## src/rtl/lpmf_pkg.sv

```systemverilog
// Package for the length-prefixed message FIFO.
// Holds sizes, opcode and status codes, and the command and write-port structs.
// No dependencies.
`default_nettype none

package lpmf_pkg;

  // Storage geometry
  localparam int SLOTS         = 16;
  localparam int MAX_MSG_BYTES = 64;
  localparam int SLOT_W        = $clog2(SLOTS);
  localparam int IDX_W         = $clog2(MAX_MSG_BYTES);
  localparam int ADDR_W        = SLOT_W + IDX_W;
  localparam int CNT_W         = $clog2(SLOTS + 1);

  // Field and register widths
  localparam int OP_W      = 2;
  localparam int BYTE_W    = 8;
  localparam int ST_W      = 2;
  localparam int LEN_W     = 7;
  localparam int FILL_W    = 7;
  localparam int CFG_SLOT_W  = 5;
  localparam int CFG_BYTES_W = 7;
  localparam int CFG_DATA_W  = 7;
  localparam int CFG_IDX_W   = 1;

  // Command queue between front and back
  localparam int CMDQ_DEPTH   = 4;
  localparam int CMDQ_PTR_W   = $clog2(CMDQ_DEPTH);
  localparam int CMDQ_CNT_W   = $clog2(CMDQ_DEPTH + 1);
  localparam int STREAM_CNT_W = $clog2(CMDQ_DEPTH + 2);

  // Opcodes
  localparam logic [OP_W-1:0] OP_PUSH = 2'd0;
  localparam logic [OP_W-1:0] OP_POP  = 2'd1;
  localparam logic [OP_W-1:0] OP_PEEK = 2'd2;

  // Status codes
  localparam logic [ST_W-1:0] ST_OK      = 2'd0;
  localparam logic [ST_W-1:0] ST_FULL    = 2'd1;
  localparam logic [ST_W-1:0] ST_EMPTY   = 2'd2;
  localparam logic [ST_W-1:0] ST_INVALID = 2'd3;

  // Configuration register indexes
  localparam logic [CFG_IDX_W-1:0] CFG_SLOT_COUNT = 1'd0;
  localparam logic [CFG_IDX_W-1:0] CFG_SLOT_BYTES = 1'd1;

  // One unit of work for the back end: a status result or a message stream
  typedef struct packed {
    logic              is_stream;
    logic [ST_W-1:0]   status;
    logic [SLOT_W-1:0] slot;
    logic [LEN_W-1:0]  len;
  } cmd_t;

  // Message store write port
  typedef struct packed {
    logic              en;
    logic [ADDR_W-1:0] addr;
    logic [BYTE_W-1:0] data;
  } mem_wr_t;

endpackage

`default_nettype wire

```

## src/rtl/lpmf_cmd_queue.sv

```systemverilog
// Short command queue between the front end and the back end.
// Depends on lpmf_pkg for cmd_t and the queue depth.
`default_nettype none

module lpmf_cmd_queue import lpmf_pkg::*; (
  input  wire logic clk,
  input  wire logic rst_n,
  input  wire logic push,
  input  wire cmd_t push_cmd,
  output logic      space,
  input  wire logic pop,
  output logic      head_valid,
  output cmd_t      head_cmd
);

  cmd_t                  entry_r [CMDQ_DEPTH];
  logic [CMDQ_PTR_W-1:0] wr_ptr_r;
  logic [CMDQ_PTR_W-1:0] rd_ptr_r;
  logic [CMDQ_CNT_W-1:0] count_r;

  assign space      = (count_r != CMDQ_CNT_W'(CMDQ_DEPTH));
  assign head_valid = (count_r != '0);
  assign head_cmd   = entry_r[rd_ptr_r];

  // Hold entries; no reset needed on payload
  always_ff @(posedge clk) begin
    if (push) begin
      entry_r[wr_ptr_r] <= push_cmd;
    end
  end

  // Advance pointers and occupancy
  always_ff @(posedge clk) begin
    if (!rst_n) begin
      wr_ptr_r <= '0;
      rd_ptr_r <= '0;
      count_r  <= '0;
    end else begin
      if (push) begin
        wr_ptr_r <= wr_ptr_r + 1'b1;
      end
      if (pop) begin
        rd_ptr_r <= rd_ptr_r + 1'b1;
      end
      if (push && !pop) begin
        count_r <= count_r + 1'b1;
      end else if (pop && !push) begin
        count_r <= count_r - 1'b1;
      end
    end
  end

endmodule

`default_nettype wire

```

## config.mk

```make
export PLATFORM = sky130hd
export DESIGN_NAME = lpmf_cmd_queue
export DESIGN_NICKNAME = d
export VERILOG_FILES = /design/src/rtl/lpmf_pkg.sv /design/src/rtl/lpmf_cmd_queue.sv
export SDC_FILE = /design/constraint.sdc
export NUM_CORES = 1
export LEC_CHECK = 0
export BUFFER_PORTS_ARGS = -buffer_cell sky130_fd_sc_hd__buf_2
export CORE_MARGIN = 5
export CORE_UTILIZATION = 25
export CTS_CLUSTER_DIAMETER = 80
export CTS_CLUSTER_SIZE = 8
export DETAILED_ROUTE_END_ITERATION = 12
export HOLD_SLACK_MARGIN = 0.1
export PLACE_DENSITY = 0.43
export SLEW_MARGIN = 5
export SYNTH_ARGS = -nofsm -noshare
export SYNTH_HDL_FRONTEND = slang
export SYNTH_SLANG_ARGS = --single-unit
```

## constraint.sdc

```tcl
create_clock -name clk -period 2.7 [get_ports clk]
set_input_delay 0.54 -clock clk [delete_from_list [all_inputs] [get_ports clk]]
set_output_delay 0.54 -clock clk [all_outputs]
set_load 0.01 [all_outputs]
```

Yosys cells after proc, flatten, opt, wreduce, memory -nomap -nowiden
Memory sizes are Yosys's and may differ from the RTL's. A register that Yosys moved wholly into a read port is not among the register bits.
Index checks and enable logic that the tools add are counted.
{"block": "totals", "in_bits": 18, "ramBits": 56, "memories": 1, "out_inout_bits": 16, "regBits": 7, "wordCells": 21}
{"memory": "entry_r", "words": 4, "word_bits": 14, "read_ports": 1, "rd_ports_with_merged_regs": 1, "wr": 1, "line_no": "lpmf_cmd_queue.sv:16", "rtl": "cmd_t entry_r [CMDQ_DEPTH];"}
{"block": "classes", "n_reduce_logical": 6, "addsub": 4, "eq_ne": 1, "muxes": 6}
{"operator": "$mux W3", "n": 2}
{"operator": "$add A2 B1 Y2 const B", "n": 2}
{"operator": "$mux W2", "n": 2}
{"operator": "$add A3 B1 Y3 const B", "n": 1}
{"operator": "$ne A3 B3 Y1 const B", "n": 1}
{"operator": "$reduce_bool A3 Y1", "n": 1}
{"operator": "$sub A3 B1 Y3 const B", "n": 1}
{"operator": "$logic_and A1 B1 Y1", "n": 2}
{"operator": "$logic_not A1 Y1", "n": 2}
{"operator": "$mux W1", "n": 2}
{"operator": "$reduce_bool A2 Y1", "n": 1}

Longest topological paths before layout
{"block": "logic_depth", "ltp_word": 4, "mapped_depth": 7, "depth_no_buf": 7}

Least setup slack after synthesis
Ideal clock, no wire load.
{"block": "synth_timing", "kind": "input port to flip-flop", "start": "input pop", "end": "register count_r[2]", "t_required_ns": 2.624, "setup_ns": 0.076, "path_buffers": 0, "t_arrival_ns": 1.722, "slack_ns": 0.902, "path_stages": 7, "path_cell_list": "inv_1 ha_1 inv_1 fa_1 xor2_1 or3_1 a21boi_0"}
{"block": "synth_via", "elab_chain_len": 3, "word_cells_on_any_way": 5, "classes_between": "mux (1); reduce/logical (4)"}
{"item": "from (decl)", "line_no": "lpmf_cmd_queue.sv:11", "rtl": "input wire logic pop,"}
{"item": "$logic_not A1 Y1", "line_no": "lpmf_cmd_queue.sv:45", "rtl": "if (push && !pop) begin"}
{"item": "$logic_and A1 B1 Y1", "line_no": "lpmf_cmd_queue.sv:45"}
{"item": "$mux W3 / $reduce_bool A2 Y1 (equally long branches)"}
{"item": "to (signal assigned)", "line_no": "lpmf_cmd_queue.sv:46", "rtl": "count_r <= count_r + 1'b1;"}
{"item": "to (signal assigned)", "line_no": "lpmf_cmd_queue.sv:48", "rtl": "count_r <= count_r - 1'b1;"}
{"item": "to (decl)", "line_no": "lpmf_cmd_queue.sv:19", "rtl": "logic [CMDQ_CNT_W-1:0] count_r;"}
Several ways; a longest one is shown, not always the timed one.
A chain may end at the register's enable or synchronous reset.

==> impl_metrics.py <==
metrics = {
    "global_route": {
        "top_usage_layer": "met2",
        "antenna_found_initial": 0,
        "met1_usage_pct": 9.48,
        "gr-usage-met3_pct": 3.88,
        "overflow": 0,
        "track_usage_pct": 8.38,
        "grt_max_degree": 15,
        "grt_pass1_vias": 1313,
        "grt_pass1_wl_um": 7070,
        "use_met2_pct": 13.4,
    },
    "floorplan": {
        "fp.dieArea_um2": 12100,
        "rows": 36,
        "core-area_um2": 9770,
        "start_util_pct": 25.5,
        "io_pins": 34,
        "die_h_um": 110,
        "die_x_um": 110,
    },
    "logic_synthesis": {
        "synthDistinctLibCells": 20,
        "synth_top_area_share_pct": 67.4,
        "syn-num-nets": 141,
        "synth_top_area_cell": "edfxtp_1",
        "synth-edff-count": 56,
        "synthTopCellsByCount": "edfxtp_1, mux4_2, and2_1, dfxtp_1, ha_1",
        "postSynthRegisterBits": 65,
        "ys_warn_count": 0,
        "synth_area_leaders": "edfxtp_1, mux4_2, dfxtp_1, mux4_1, ha_1",
        "synth_top_flop_cell": "edfxtp_1",
        "synth_area_per_cell_um2": 21.3,
        "async_flop_share_pct": 0,
        "synth_most_common_cell": "edfxtp_1",
        "syn_area_um2": 2490,
        "ys_seq_area_share_pct": 74.6,
        "syn_inst": 117,
    },
    "clock_tree": {
        "hold_buffers": 0,
        "numCtsBuffers": 9,
        "clock_latency_ps": 330,
        "cts_buffer_depth": 2,
        "post-cts-setup-buffers": 0,
        "htree_num_levels": 3,
        "clk_pin_slew_ps": 70,
        "cts_resized": 0,
        "clockRootBuffer": "clkbuf_8",
        "cts_num_sinks": 65,
        "cts_tree": "built",
    },
    "sta": {
        "min_period_ps": 2160,
        "max-slew-margin-rel_pct": 47.9,
        "max_freq_ghz": 0.462,
        "fin_skew_ps": 3.55,
        "tightest_slew_ps": 782,
        "finalCritPeriodShare_pct": 80.1,
        "slew_viol_final": 0,
        "whs_ps": 424,
        "grt_setup_unrepaired": "false",
        "hold_violations": 0,
        "setup_violations": 0,
        "setup_tns_ps": 0,
    },
    "min_path": {
        "hold_depth": 1,
        "hold_end": "entry_r[2][0]",
        "min-delay-start": "push_cmd[0]",
        "hold_path.class": "primary input to flop",
    },
    "setup_path": {
        "worst_setup_path_end_kind": "output port",
        "crit_type": "flop to output port",
        "critPathRequiredTime_ps": 2160,
        "slowest_stage": "mux4_1",
        "start_kind": "flop",
        "reg2reg_depth": 3,
        "r2r_slack_ps": 1100,
        "cp.arrival_ps": 1620,
        "rr_endpoint": "entry_r[2][13]",
        "cp_slowest_stage_delay_ps": 600,
        "path_cells": "buf_4 -> mux4_1 -> buf_2",
        "cp_max_fo": 8,
        "r2r-start": "wr_ptr_r[0]",
    },
    "power": {
        "ir_drop_uv": 343,
        "power.total_mw": 2.20,
        "power_density_nw_per_um2": 731,
        "p_leak_nw": 1.06,
    },
    "placed_design": {
        "portBuffers": 33,
        "routabilityCongestion": 0.748,
        "hpwl_um": 3010,
        "dpl.cell_count": 283,
    },
    "route": {
        "drt_iter0_drc": 20,
        "wire_per_inst_um": 14.7,
        "routed_via_density": 3.90,
        "wl_um": 4390,
        "ant_nets": 0,
        "drc": 0,
        "vias": 1165,
        "dr.pass1.iters": 3,
    },
    "finish": {
        "drive_gt1_share_pct": 36.7,
        "finish.utilization_pct": 30.8,
        "fin_nets": 185,
        "syn_to_final_growth_pct": 20.5,
        "antennaDiodeCount": 0,
        "final_cells": 299,
    },
    "status": {
        "status": "finished clean",
    },
    "job": {
        "maxCapViolations": 0,
    },
}
[layout by cell type, fill, tap and decap left out]
cell       netlist  final
edfxtp_1        56     56
buf_2            1     33
mux4_2          10     10
and2_1           9      9
dfxtp_1          9      9
clkbuf_8         0      9
ha_1             5      5
inv_1            4      4
mux4_1           4      4
xor2_1           3      3
buf_4            0      3
nand2_1          2      2
or3_1            2      2
xnor2_1          2      2
mux2i_1          2      2
nor2b_1          2      2
clkinv_4         0      2
clkinv_2         0      2
nor2_1           1      1
o21ai_0          1      1
a21boi_0         1      1
fa_1             1      1
inv_6            0      1
bufinv_16        0      1
clkinv_1         0      1
[worst max-delay path by stage]
| stage | from | to | depth (start not counted) |
|---|---|---|---|
| 2_1_floorplan | pop | count_r[2] | 7 |
| 3_3_place_gp | push | count_r[2] | 7 |
| 3_5_place_dp | pop | count_r[2] | 8 |
| 4_1_cts | flop | head_cmd[9] | 3 |
| 5_1_grt | flop | head_cmd[9] | 3 |
| 6_report | flop | head_cmd[9] | 3 |
[critical path, delay by kind of cell (launching register included)]
kind                   cells  cell delay (ps)
multiplexers               1              600
flip-flops                 1              330
buffers and inverters      2              370
[per-stage QoR]
| stage | cell area (um2) | worst slack (ps) |
|---|---|---|
| finish | 3010 | 538 |
| global route | 3010 | 438 |
| CTS | 3010 | 469 |
| detailed placement | 2810 | 601 |
| global placement | 2810 | 742 |
| floorplan | 2490 | 902 |
[cell families after synthesis]
kind of cell / after synthesis / share of synthesized area, %
buffers and inverters: 7 / 2.06
muxes: 16 / 14.0
DFF: 65 / 74.6
xor gates and xnor gates: 5 / 1.76
AOI/OAI and AO/OA: 2 / 0.501
and+or+nand+nor: 16 / 3.71
adders and majority gates: 6 / 3.31
[area by class of cell]
| cell class | instances | area, um2 |
|---|---|---|
| Inverter | 4 | 15.0 |
| Tap cell | 133 | 166 |
| Fill cell | 979 | 6770 |
| Clock buffer | 9 | 124 |
| Sequential cell | 65 | 1860 |
| Clock inverter | 7 | 70.1 |
| Multi-Input combinational cell | 45 | 582 |
| Timing Repair Buffer | 36 | 188 |
[metal layers]
metal  share of wire, %  up-vias
met4                2.1        0
met2                 49       32
met3                7.1       10
li1                   -      549
met1                 42      574
met5                  0        -
[power by group]
group	switching (mW)	internal (mW)
combinational	0.121	0.117
sequential	0.0262	1.15
clock	0.359	0.426
total	0.506	1.69
[registers in the layout (all words and copies together) (netlist names), named ones only]
name and cells:
count_r 3, entry_r 56, wr_ptr_r 2, rd_ptr_r 2
No activity file was read; power rests on OpenSTA's default activity.
