===== config.mk =====
export PLATFORM = sky130hd
export DESIGN_NAME = lpmf_front_flat
export DESIGN_NICKNAME = d
export VERILOG_FILES = /design/src/rtl/lpmf_pkg.sv /design/src/rtl/lpmf_if.sv /design/src/rtl/lpmf_front.sv /design/src/flat_wrapper.sv
export SDC_FILE = /design/constraint.sdc
export NUM_CORES = 1
export LEC_CHECK = 0
export BUFFER_PORTS_ARGS = -buffer_cell sky130_fd_sc_hd__buf_2
export CORE_UTILIZATION = 25
export DETAILED_ROUTE_END_ITERATION = 6
export PLACE_DENSITY_LB_ADDON = 0.3
export SLEW_MARGIN = 40
export SYNTH_ARGS = -nofsm -noshare
export SYNTH_HDL_FRONTEND = slang
export SYNTH_SLANG_ARGS = --single-unit

===== constraint.sdc =====
create_clock -name clk -period 9.9 [get_ports clk]
set_input_delay 0.495 -clock clk [delete_from_list [all_inputs] [get_ports clk]]
set_output_delay 0.495 -clock clk [all_outputs]
set_load 0.01 [all_outputs]

===== src/rtl/lpmf_pkg.sv =====
// Package for the length-prefixed message FIFO.
// Holds sizes, opcode and status codes, and the command and write-port structs.
// No dependencies.
`default_nettype none

package lpmf_pkg;

  // Storage geometry
  localparam int SLOTS         = 16;
  localparam int MAX_MSG_BYTES = 64;
  localparam int SLOT_W        = $clog2(SLOTS);
  localparam int IDX_W         = $clog2(MAX_MSG_BYTES);
  localparam int ADDR_W        = SLOT_W + IDX_W;
  localparam int CNT_W         = $clog2(SLOTS + 1);

  // Field and register widths
  localparam int OP_W      = 2;
  localparam int BYTE_W    = 8;
  localparam int ST_W      = 2;
  localparam int LEN_W     = 7;
  localparam int FILL_W    = 7;
  localparam int CFG_SLOT_W  = 5;
  localparam int CFG_BYTES_W = 7;
  localparam int CFG_DATA_W  = 7;
  localparam int CFG_IDX_W   = 1;

  // Command queue between front and back
  localparam int CMDQ_DEPTH   = 4;
  localparam int CMDQ_PTR_W   = $clog2(CMDQ_DEPTH);
  localparam int CMDQ_CNT_W   = $clog2(CMDQ_DEPTH + 1);
  localparam int STREAM_CNT_W = $clog2(CMDQ_DEPTH + 2);

  // Opcodes
  localparam logic [OP_W-1:0] OP_PUSH = 2'd0;
  localparam logic [OP_W-1:0] OP_POP  = 2'd1;
  localparam logic [OP_W-1:0] OP_PEEK = 2'd2;

  // Status codes
  localparam logic [ST_W-1:0] ST_OK      = 2'd0;
  localparam logic [ST_W-1:0] ST_FULL    = 2'd1;
  localparam logic [ST_W-1:0] ST_EMPTY   = 2'd2;
  localparam logic [ST_W-1:0] ST_INVALID = 2'd3;

  // Configuration register indexes
  localparam logic [CFG_IDX_W-1:0] CFG_SLOT_COUNT = 1'd0;
  localparam logic [CFG_IDX_W-1:0] CFG_SLOT_BYTES = 1'd1;

  // One unit of work for the back end: a status result or a message stream
  typedef struct packed {
    logic              is_stream;
    logic [ST_W-1:0]   status;
    logic [SLOT_W-1:0] slot;
    logic [LEN_W-1:0]  len;
  } cmd_t;

  // Message store write port
  typedef struct packed {
    logic              en;
    logic [ADDR_W-1:0] addr;
    logic [BYTE_W-1:0] data;
  } mem_wr_t;

endpackage

`default_nettype wire


===== src/rtl/lpmf_if.sv =====
// Valid/ready channel interfaces for the message FIFO input and result streams.
// Depends on lpmf_pkg for field widths.
`default_nettype none

interface lpmf_in_if import lpmf_pkg::*; ();
  logic              valid;
  logic              ready;
  logic [OP_W-1:0]   opcode;
  logic [BYTE_W-1:0] data_byte;
  logic              byte_last;

  modport source (output valid, output opcode, output data_byte, output byte_last,
                  input ready);
  modport sink (input valid, input opcode, input data_byte, input byte_last,
                output ready);
endinterface


`default_nettype wire


===== src/rtl/lpmf_front.sv =====
// Front end: takes input transactions, holds configuration and queue bookkeeping,
// writes message bytes and lengths, and issues commands. Depends on lpmf_pkg.
`default_nettype none

module lpmf_front import lpmf_pkg::*; (
  input  wire logic                   clk,
  input  wire logic                   rst_n,
  input  wire logic                   cfg_we,
  input  wire logic [CFG_IDX_W-1:0]   cfg_index,
  input  wire logic [CFG_DATA_W-1:0]  cfg_wdata,
  lpmf_in_if.sink                     in_ch,
  output logic                        cmd_push,
  output cmd_t                        cmd_out,
  input  wire logic                   cmd_space,
  input  wire logic                   stream_done,
  output mem_wr_t                     mem_wr
);

  localparam logic [FILL_W-1:0] FILL_MAX = '1;

  logic [CFG_SLOT_W-1:0]   slot_count_r;
  logic [CFG_BYTES_W-1:0]  slot_bytes_r;
  logic [SLOT_W-1:0]       wr_slot_r, wr_slot_nxt;
  logic [SLOT_W-1:0]       rd_slot_r, rd_slot_nxt;
  logic [CNT_W-1:0]        msg_cnt_r, msg_cnt_nxt;
  logic [FILL_W-1:0]       fill_r, fill_nxt;
  logic                    rejected_r, rejected_nxt;
  logic [STREAM_CNT_W-1:0] stream_cnt_r;
  logic [LEN_W-1:0]        len_mem_r [SLOTS];

  logic [CNT_W-1:0]        eff_slots;
  logic [LEN_W-1:0]        eff_bytes;
  logic                    full;
  logic                    accept;
  logic                    len_we;
  logic [FILL_W-1:0]       fill_inc;
  logic [CNT_W-1:0]        wr_slot_inc;
  logic [CNT_W-1:0]        rd_slot_inc;

  // Clamp configuration into its legal range
  always_comb begin
    if (slot_count_r == '0) begin
      eff_slots = CNT_W'(1);
    end else if (CNT_W'(slot_count_r) > CNT_W'(SLOTS)) begin
      eff_slots = CNT_W'(SLOTS);
    end else begin
      eff_slots = CNT_W'(slot_count_r);
    end
    if (slot_bytes_r == '0) begin
      eff_bytes = LEN_W'(1);
    end else if (slot_bytes_r > CFG_BYTES_W'(MAX_MSG_BYTES)) begin
      eff_bytes = LEN_W'(MAX_MSG_BYTES);
    end else begin
      eff_bytes = slot_bytes_r;
    end
  end

  assign full = (msg_cnt_r >= eff_slots);

  // Stall pushes while a stream may still read a slot that a push could reuse
  assign in_ch.ready = cmd_space && !(in_ch.opcode == OP_PUSH && stream_cnt_r != '0);
  assign accept      = in_ch.valid && in_ch.ready;

  assign fill_inc    = (fill_r != FILL_MAX) ? fill_r + 1'b1 : fill_r;
  assign wr_slot_inc = CNT_W'(wr_slot_r) + 1'b1;
  assign rd_slot_inc = CNT_W'(rd_slot_r) + 1'b1;

  // Classify the transaction and update bookkeeping
  always_comb begin
    wr_slot_nxt  = wr_slot_r;
    rd_slot_nxt  = rd_slot_r;
    msg_cnt_nxt  = msg_cnt_r;
    fill_nxt     = fill_r;
    rejected_nxt = rejected_r;
    len_we       = 1'b0;
    cmd_push     = 1'b0;
    cmd_out      = '0;
    mem_wr       = '0;
    mem_wr.addr  = {wr_slot_r, fill_r[IDX_W-1:0]};
    mem_wr.data  = in_ch.data_byte;
    cmd_out.slot = rd_slot_r;
    cmd_out.len  = len_mem_r[rd_slot_r];
    if (accept) begin
      case (in_ch.opcode) inside
        OP_PUSH: begin
          if (LEN_W'(fill_r) < eff_bytes) begin
            if (full) begin
              rejected_nxt = 1'b1;
            end else begin
              mem_wr.en = 1'b1;
            end
          end
          fill_nxt = fill_inc;
          if (in_ch.byte_last) begin
            cmd_push = 1'b1;
            if (LEN_W'(fill_inc) > eff_bytes) begin
              cmd_out.status = ST_INVALID;
            end else if (full || rejected_r) begin
              cmd_out.status = ST_FULL;
            end else begin
              cmd_out.status = ST_OK;
              len_we         = 1'b1;
              wr_slot_nxt    = (wr_slot_inc >= eff_slots) ? '0 : wr_slot_inc[SLOT_W-1:0];
              msg_cnt_nxt    = msg_cnt_r + 1'b1;
            end
            fill_nxt     = '0;
            rejected_nxt = 1'b0;
          end
        end
        OP_POP, OP_PEEK: begin
          cmd_push = 1'b1;
          if (msg_cnt_r == '0) begin
            cmd_out.status = ST_EMPTY;
          end else begin
            cmd_out.is_stream = 1'b1;
            cmd_out.status    = ST_OK;
            if (in_ch.opcode == OP_POP) begin
              rd_slot_nxt = (rd_slot_inc >= eff_slots) ? '0 : rd_slot_inc[SLOT_W-1:0];
              msg_cnt_nxt = msg_cnt_r - 1'b1;
            end
          end
        end
        default: begin
        end
      endcase
    end
  end

  // Store committed lengths
  always_ff @(posedge clk) begin
    if (len_we) begin
      len_mem_r[wr_slot_r] <= fill_inc;
    end
  end

  // Hold configuration, pointers and stream count
  always_ff @(posedge clk) begin
    if (!rst_n) begin
      slot_count_r <= CFG_SLOT_W'(SLOTS);
      slot_bytes_r <= CFG_BYTES_W'(MAX_MSG_BYTES);
      wr_slot_r    <= '0;
      rd_slot_r    <= '0;
      msg_cnt_r    <= '0;
      fill_r       <= '0;
      rejected_r   <= 1'b0;
      stream_cnt_r <= '0;
    end else begin
      if (cfg_we) begin
        unique case (cfg_index)
          CFG_SLOT_COUNT: slot_count_r <= cfg_wdata[CFG_SLOT_W-1:0];
          CFG_SLOT_BYTES: slot_bytes_r <= cfg_wdata[CFG_BYTES_W-1:0];
          default: begin
          end
        endcase
      end
      wr_slot_r  <= wr_slot_nxt;
      rd_slot_r  <= rd_slot_nxt;
      msg_cnt_r  <= msg_cnt_nxt;
      fill_r     <= fill_nxt;
      rejected_r <= rejected_nxt;
      if ((cmd_push && cmd_out.is_stream) && !stream_done) begin
        stream_cnt_r <= stream_cnt_r + 1'b1;
      end else if (!(cmd_push && cmd_out.is_stream) && stream_done) begin
        stream_cnt_r <= stream_cnt_r - 1'b1;
      end
    end
  end

endmodule

`default_nettype wire


===== src/flat_wrapper.sv =====
// flat-port wrapper written by rule: the top's interface ports become plain ports
module lpmf_front_flat import lpmf_pkg::*;
  (clk, rst_n, cfg_we, cfg_index, cfg_wdata, cmd_push, cmd_out, cmd_space, stream_done, mem_wr, in_ch_valid, in_ch_opcode, in_ch_data_byte, in_ch_byte_last, in_ch_ready);
  lpmf_in_if in_ch_i ();
  input  wire logic clk;
  input  wire logic rst_n;
  input  wire logic cfg_we;
  input  wire logic [CFG_IDX_W-1:0] cfg_index;
  input  wire logic [CFG_DATA_W-1:0] cfg_wdata;
  output logic cmd_push;
  output cmd_t cmd_out;
  input  wire logic cmd_space;
  input  wire logic stream_done;
  output mem_wr_t mem_wr;
  input wire logic [$bits(in_ch_i.valid)-1:0] in_ch_valid;
  input wire logic [$bits(in_ch_i.opcode)-1:0] in_ch_opcode;
  input wire logic [$bits(in_ch_i.data_byte)-1:0] in_ch_data_byte;
  input wire logic [$bits(in_ch_i.byte_last)-1:0] in_ch_byte_last;
  output wire logic [$bits(in_ch_i.ready)-1:0] in_ch_ready;
  assign in_ch_i.valid = in_ch_valid;
  assign in_ch_i.opcode = in_ch_opcode;
  assign in_ch_i.data_byte = in_ch_data_byte;
  assign in_ch_i.byte_last = in_ch_byte_last;
  assign in_ch_ready = in_ch_i.ready;
  lpmf_front u_core (.clk(clk), .rst_n(rst_n), .cfg_we(cfg_we), .cfg_index(cfg_index), .cfg_wdata(cfg_wdata), .in_ch(in_ch_i), .cmd_push(cmd_push), .cmd_out(cmd_out), .cmd_space(cmd_space), .stream_done(stream_done), .mem_wr(mem_wr));
endmodule

## After elaboration in Yosys (flattened, before gate mapping)

Memories as Yosys holds them, arrays and structs flattened. A register that Yosys moved wholly into a read port is not among the register bits.
Index checks and enable logic that the tools add are counted.

| cells by class | value |
|---|---|
| reduce and logical (&&, ||, !) cells | 28 |
| add/subtract/negate cells | 7 |
| order comparisons | 7 |
| bitwise operators | 5 |
| equal/unequal tests | 7 |
| mux-type cells | 47 |

Operator list:

| cell | count |
|---|---|
| $mux 5 | 9 |
| $mux 7 | 4 |
| $mux 1 | 22 |
| $mux 4 | 4 |
| $ge 5x5->1 | 3 |
| $add 4x1->5 const B | 2 |
| $logic_not 5->1 | 2 |
| $mux 2 | 5 |
| $reduce_and 5->1 | 2 |
| $reduce_bool 2->1 | 5 |
| $mux 3 | 3 |
| $add 7x1->7 const B | 1 |
| $gt 7x7->1 | 1 |
| $gt 7x7->1 const B | 1 |
| $logic_not 7->1 | 1 |
| $lt 7x7->1 | 1 |
| $ne 7x7->1 const B | 1 |
| $reduce_and 7->1 | 1 |
| $logic_and 1x1->1 | 6 |
| $ne 2x2->1 const B | 3 |
| $reduce_and 2->1 | 3 |
| $add 5x1->5 const B | 1 |
| $gt 5x5->1 const B | 1 |
| $not 1->1 | 5 |
| other kinds (12) | 14 |

| word-level totals | value |
|---|---|
| input port bits | 25 |
| memories | 1 |
| flip-flop bits (word level) | 36 |
| bits in writable memories | 112 |

Memories:

| name | words | width | rd ports | clocked after Yosys merged registers in | write ports | RTL line | source |
|---|---|---|---|---|---|---|---|
| u_core.len_mem_r | 16 | 7 | 1 | 1 | 1 | lpmf_front.sv:29 | `logic [LEN_W-1:0] len_mem_r [SLOTS];` |

## Logic depth before layout (Yosys ltp)

| logic depth | value |
|---|---|
| depth after elaboration | 15 |
| gate-level depth with buffers | 13 |
| depth with buffers taken out | 12 |

## Worst setup path after synthesis

OpenSTA, ideal clock, no wires.

| path | value |
|---|---|
| kind | reg-to-reg |
| start point | reg u_core.fill_r[0] |
| end point | mem u_core.len_mem_r[0][0] (enable) |
| period minus slack after synthesis | 4119 ps |
| data arrival time | 3739 ps |
| cell stages (with the launch flop) | 12 |
| buffers on the path | 1 |
| slack | 5781 ps |
| data required time | 9520 ps |
| cells stage by stage | dfxtp_1 > ha_1 > and4_1 > o21ai_0 > ha_1 > a211oi_1 > o21bai_1 > o22a_1 > nor4_4 > nand2b_2 > buf_6 > nor3_1 |

| between the ends | value |
|---|---|
| word-level cells in the longest chain between the ends | 9 |
| elaborated cells between the ends (all ways) | 10 |

Ends and longest elaborated chain:

| item | RTL line | source |
|---|---|---|
| from (decl) | lpmf_front.sv:26 | `logic [FILL_W-1:0] fill_r, fill_nxt;` |
| from (signal assigned) | lpmf_front.sv:159 | `fill_r <= fill_nxt;` |
| $add 7x1->7 or $ne 7x7->1 (tied branches) | lpmf_front.sv:64 | `assign fill_inc = (fill_r != FILL_MAX) ? fill_r + 1'b1 : fill_r;` |
| $mux 7 * | lpmf_front.sv:64 |  |
| named net u_core.fill_inc[4] | lpmf_front.sv:36 | `logic [FILL_W-1:0] fill_inc;` |
| $gt 7x7->1 * | lpmf_front.sv:96 | `if (LEN_W'(fill_inc) > eff_bytes) begin` |
| $mux 1 * | lpmf_front.sv:96 |  |
| $mux 1 * | lpmf_front.sv:94 | `if (in_ch.byte_last) begin` |
| $mux 1 * | lpmf_front.sv:84 | `case (in_ch.opcode) inside` |
| $mux 1 * | lpmf_front.sv:83 | `if (accept) begin` |
| $mux 1 * | lpmf_front.sv:131 | `if (len_we) begin` |
| $mux 1 (not written as such) * | lpmf_front.sv:132 | `len_mem_r[wr_slot_r] <= fill_inc;` |
| to (decl) | lpmf_front.sv:29 |  |

The timed path passes the listed nets; every way through them passes the cells marked *.

## Worst setup path in the final report

| path | value |
|---|---|
| start point | reg u_core.fill_r[0] |
| end point | mem u_core.len_mem_r[3][1] (enable) |

Same word-level chain as after synthesis.

==> qor.txt <==
Warning count from the yosys run: 0
Multiplexer area fraction after synthesis: 0.129
Adder-cell area share of the yosys netlist: 0.0751
GPL Wtd Cong: 0.800
GRT Overall Usage: 0.118
Die width: 172 microns
PostCTS Resize Cnt: 0
Post-Syn Area: 7190 sq um
Rel. slew slack: 0.480
Port Buffers: 43
CTS Hold Bufs: 0
Max-cap viol count: 0
EDFF count, synth: 112
Setup TNS: 0 ps
DR iter-0 viols: 228
Worst-skew pair later-pin latency: 420 ps
Clock sink count: 152
Endpoints failing hold: 0
Layout cells sized above 1: 0.239
CTS tree: done
Antenna Nets Post-Route: 0
Post-Syn Area per Cell: 14.0 sq um
CP max FO: 17
HP Class: in2reg
Syn_nets: 580
Final #Nets: 611
Unique masters post-synth: 57
Largest net degree at the start of global routing: 45
Site Rows: 61
# diodes: 0
Post-route minimum period: 4740 ps
Type of origin of the critical path: flip-flop
CP bufs+invs: 0
Post-synthesis xor/xnor area fraction: 0.0122
FMAX: 211 MHz
Worst setup margin: 5160 ps
I/O pin cnt: 60
Via density: 4.50
Initial Util: 0.257
Data required time at the worst endpoint: 9950 ps
CTS Root Cell: clkbuf_16
Synth top area share: 0.468
Vias in the first global route: 4367
Critical path's slowest cell: nor4_4
Via count: 4205
Clock transition at path regs: 60 ps
Synth area leader: edfxtp_1
Sequential area share after synthesis: 0.579
Fin crit share: 0.478
Final Slew Violations: 0
Delay-heaviest family, CP: simple AND/OR/NAND/NOR gates
Most common cell in the netlist: edfxtp_1
DRC: 0
First-pass GRT wire length: 25300 microns
Syn Inst Count: 513
Final instance area: 8350 sq um
Max IR drop VDD: 102 uV
Synth area leaders: edfxtp_1 (47%), dfxtp_1 (11%), mux4_2 (11%), ha_1 (7.0%), nand2_1 (2.1%)
Router iterations before antenna repair: 4
Die area: 29500 sq um
H-tree depth: 4
Max Buffers Root-to-Sink: 2
Critical Path End Type: flip-flop
Simple-Gate Fraction of Synth Area: 0.109
CP max stage delay: 610 ps
Top cells by count, synth: edfxtp_1 (112), nand2_1 (41), dfxtp_1 (40), ha_1 (40), mux4_2 (35)
WP data arrival: 4790 ps
Total grt overflow: 0
DR WL/cell: 17.3 microns
Worst Tran Pin Value: 779 ps
P_leak: 2.96 nW
Vert. Die Dim: 172 microns
RSZ-0062 raised after global routing: false
#FFs+latches synth: 152
Final setup vio count: 0
Status: complete, no violations
Primary FF master, synth: edfxtp_1
Placement Cell Area: 7710 sq um
Core ar.: 28000 sq um
Fin Clk Skew: 8.99 ps
PD cells: 166 nW/um^2
Largest family of logic cells by synthesized area: multiplexers
Crit Path Category: reg2reg
Dpl ws: 4880 ps
Initial antenna violation count: 0
Setup Fix Bufs, Post-CTS: 0
Cts bufs inserted: 17
Post-synthesis async set-or-reset flop share: 0
Critical-path cell list: ha_1 > and4_1 > nand3_1 > nand3_1 > o21a_1 > ha_1 > a21oi_1 > a21oi_1 > o22a_1 > nor4_4 > nand2b_2 > nor3_2
DP HPWL: 11700 microns
Compound-Gate Fraction of Synth Area: 0.0567
Final WL: 16200 microns
Hold Slack: 313 ps
Power Total: 1.38 mW
Area grow syn2layout: 16.1%
## per-stage QoR
step,utilization,std cells
after floorplan,-,513
after global placement,0.275,903
after detailed placement,0.275,903
after CTS,0.297,935
after global routing,0.298,935
final,0.298,935
## area by class of cell
class                           instances  area (sq um)
Clock buffer                           17           425
Clock inverter                         15           176
Fill cell                            2825         19700
Inverter                               20          75.1
Multi-Input combinational cell        308          2800
Sequential cell                       152          4170
Tap cell                              378           473
Timing Repair Buffer                   45           230
## state kept, by name, indices dropped and copies added (netlist names), named ones only
| register | cells |
|---|---|
| u_core.msg_cnt_r | 5 |
| u_core.slot_bytes_r | 7 |
| u_core.stream_cnt_r | 3 |
| u_core.fill_r | 7 |
| u_core.wr_slot_r | 4 |
| u_core.len_mem_r | 112 |
| u_core.slot_count_r | 5 |
| u_core.rd_slot_r | 4 |
| u_core.rejected_r | 1 |
## layer usage
layer  track usage  up-vias  part of all wire
met5             0        -                 0
met3        0.0375       13             0.059
met1         0.151     2090              0.45
met2         0.186      110              0.47
li1              -     1992                 -
met4        0.0411        0             0.016
## layout by cell type, fill, tap and decap left out, drive strengths merged, types with 13 or more instances in the layout
master and n:
clkbuf 17, dfxtp 40, nand3 20, nand2 41
buf 45, edfxtp 112, nor2 18, ha 40
inv 28, a21oi 16, nor2b 16, nor3 15
mux2i 13, mux4 35
## logic make-up (layout without fill, tap and decap cells)
group	Yosys count	after routing
flip-flops	152	152
multiplexers	49	49
AND/OR/NAND/NOR	147	147
buffers and inverters	53	97
AO/OA/AOI/OAI	60	60
XOR/XNOR	10	10
adder cells (fa/ha/maj)	42	42
## final timing paths
check	startpoint	endpoint	slack [ps]	cells after the start
worst max-delay path	u_core.fill_r[0]	u_core.len_mem_r[3][1]	5160	12
worst min-delay path	cfg_wdata[6]	u_core.slot_bytes_r[6]	310	3
worst min register to register	u_core.slot_bytes_r[0]	u_core.slot_bytes_r[0]	490	2
worst max register to register	u_core.fill_r[0]	u_core.len_mem_r[3][1]	5160	12
## report_power, final
group          total [mW]  switching (mW)  internal (mW)
Sequential          0.684         0.00526          0.679
Clock               0.650           0.289          0.361
Combinational      0.0492          0.0295         0.0198
Total                1.38           0.323           1.06
## worst register-to-register path, cell delays in order, from the launching register on
cell      delay, ps
dfxtp_1         480
ha_1            280
and4_1          250
nand3_1         290
nand3_1         210
o21a_1          560
ha_1            370
a21oi_1         150
a21oi_1          80
o22a_1          250
nor4_4          610
nand2b_2        330
nor3_2          520
Power figures use the tool's default switching activity.
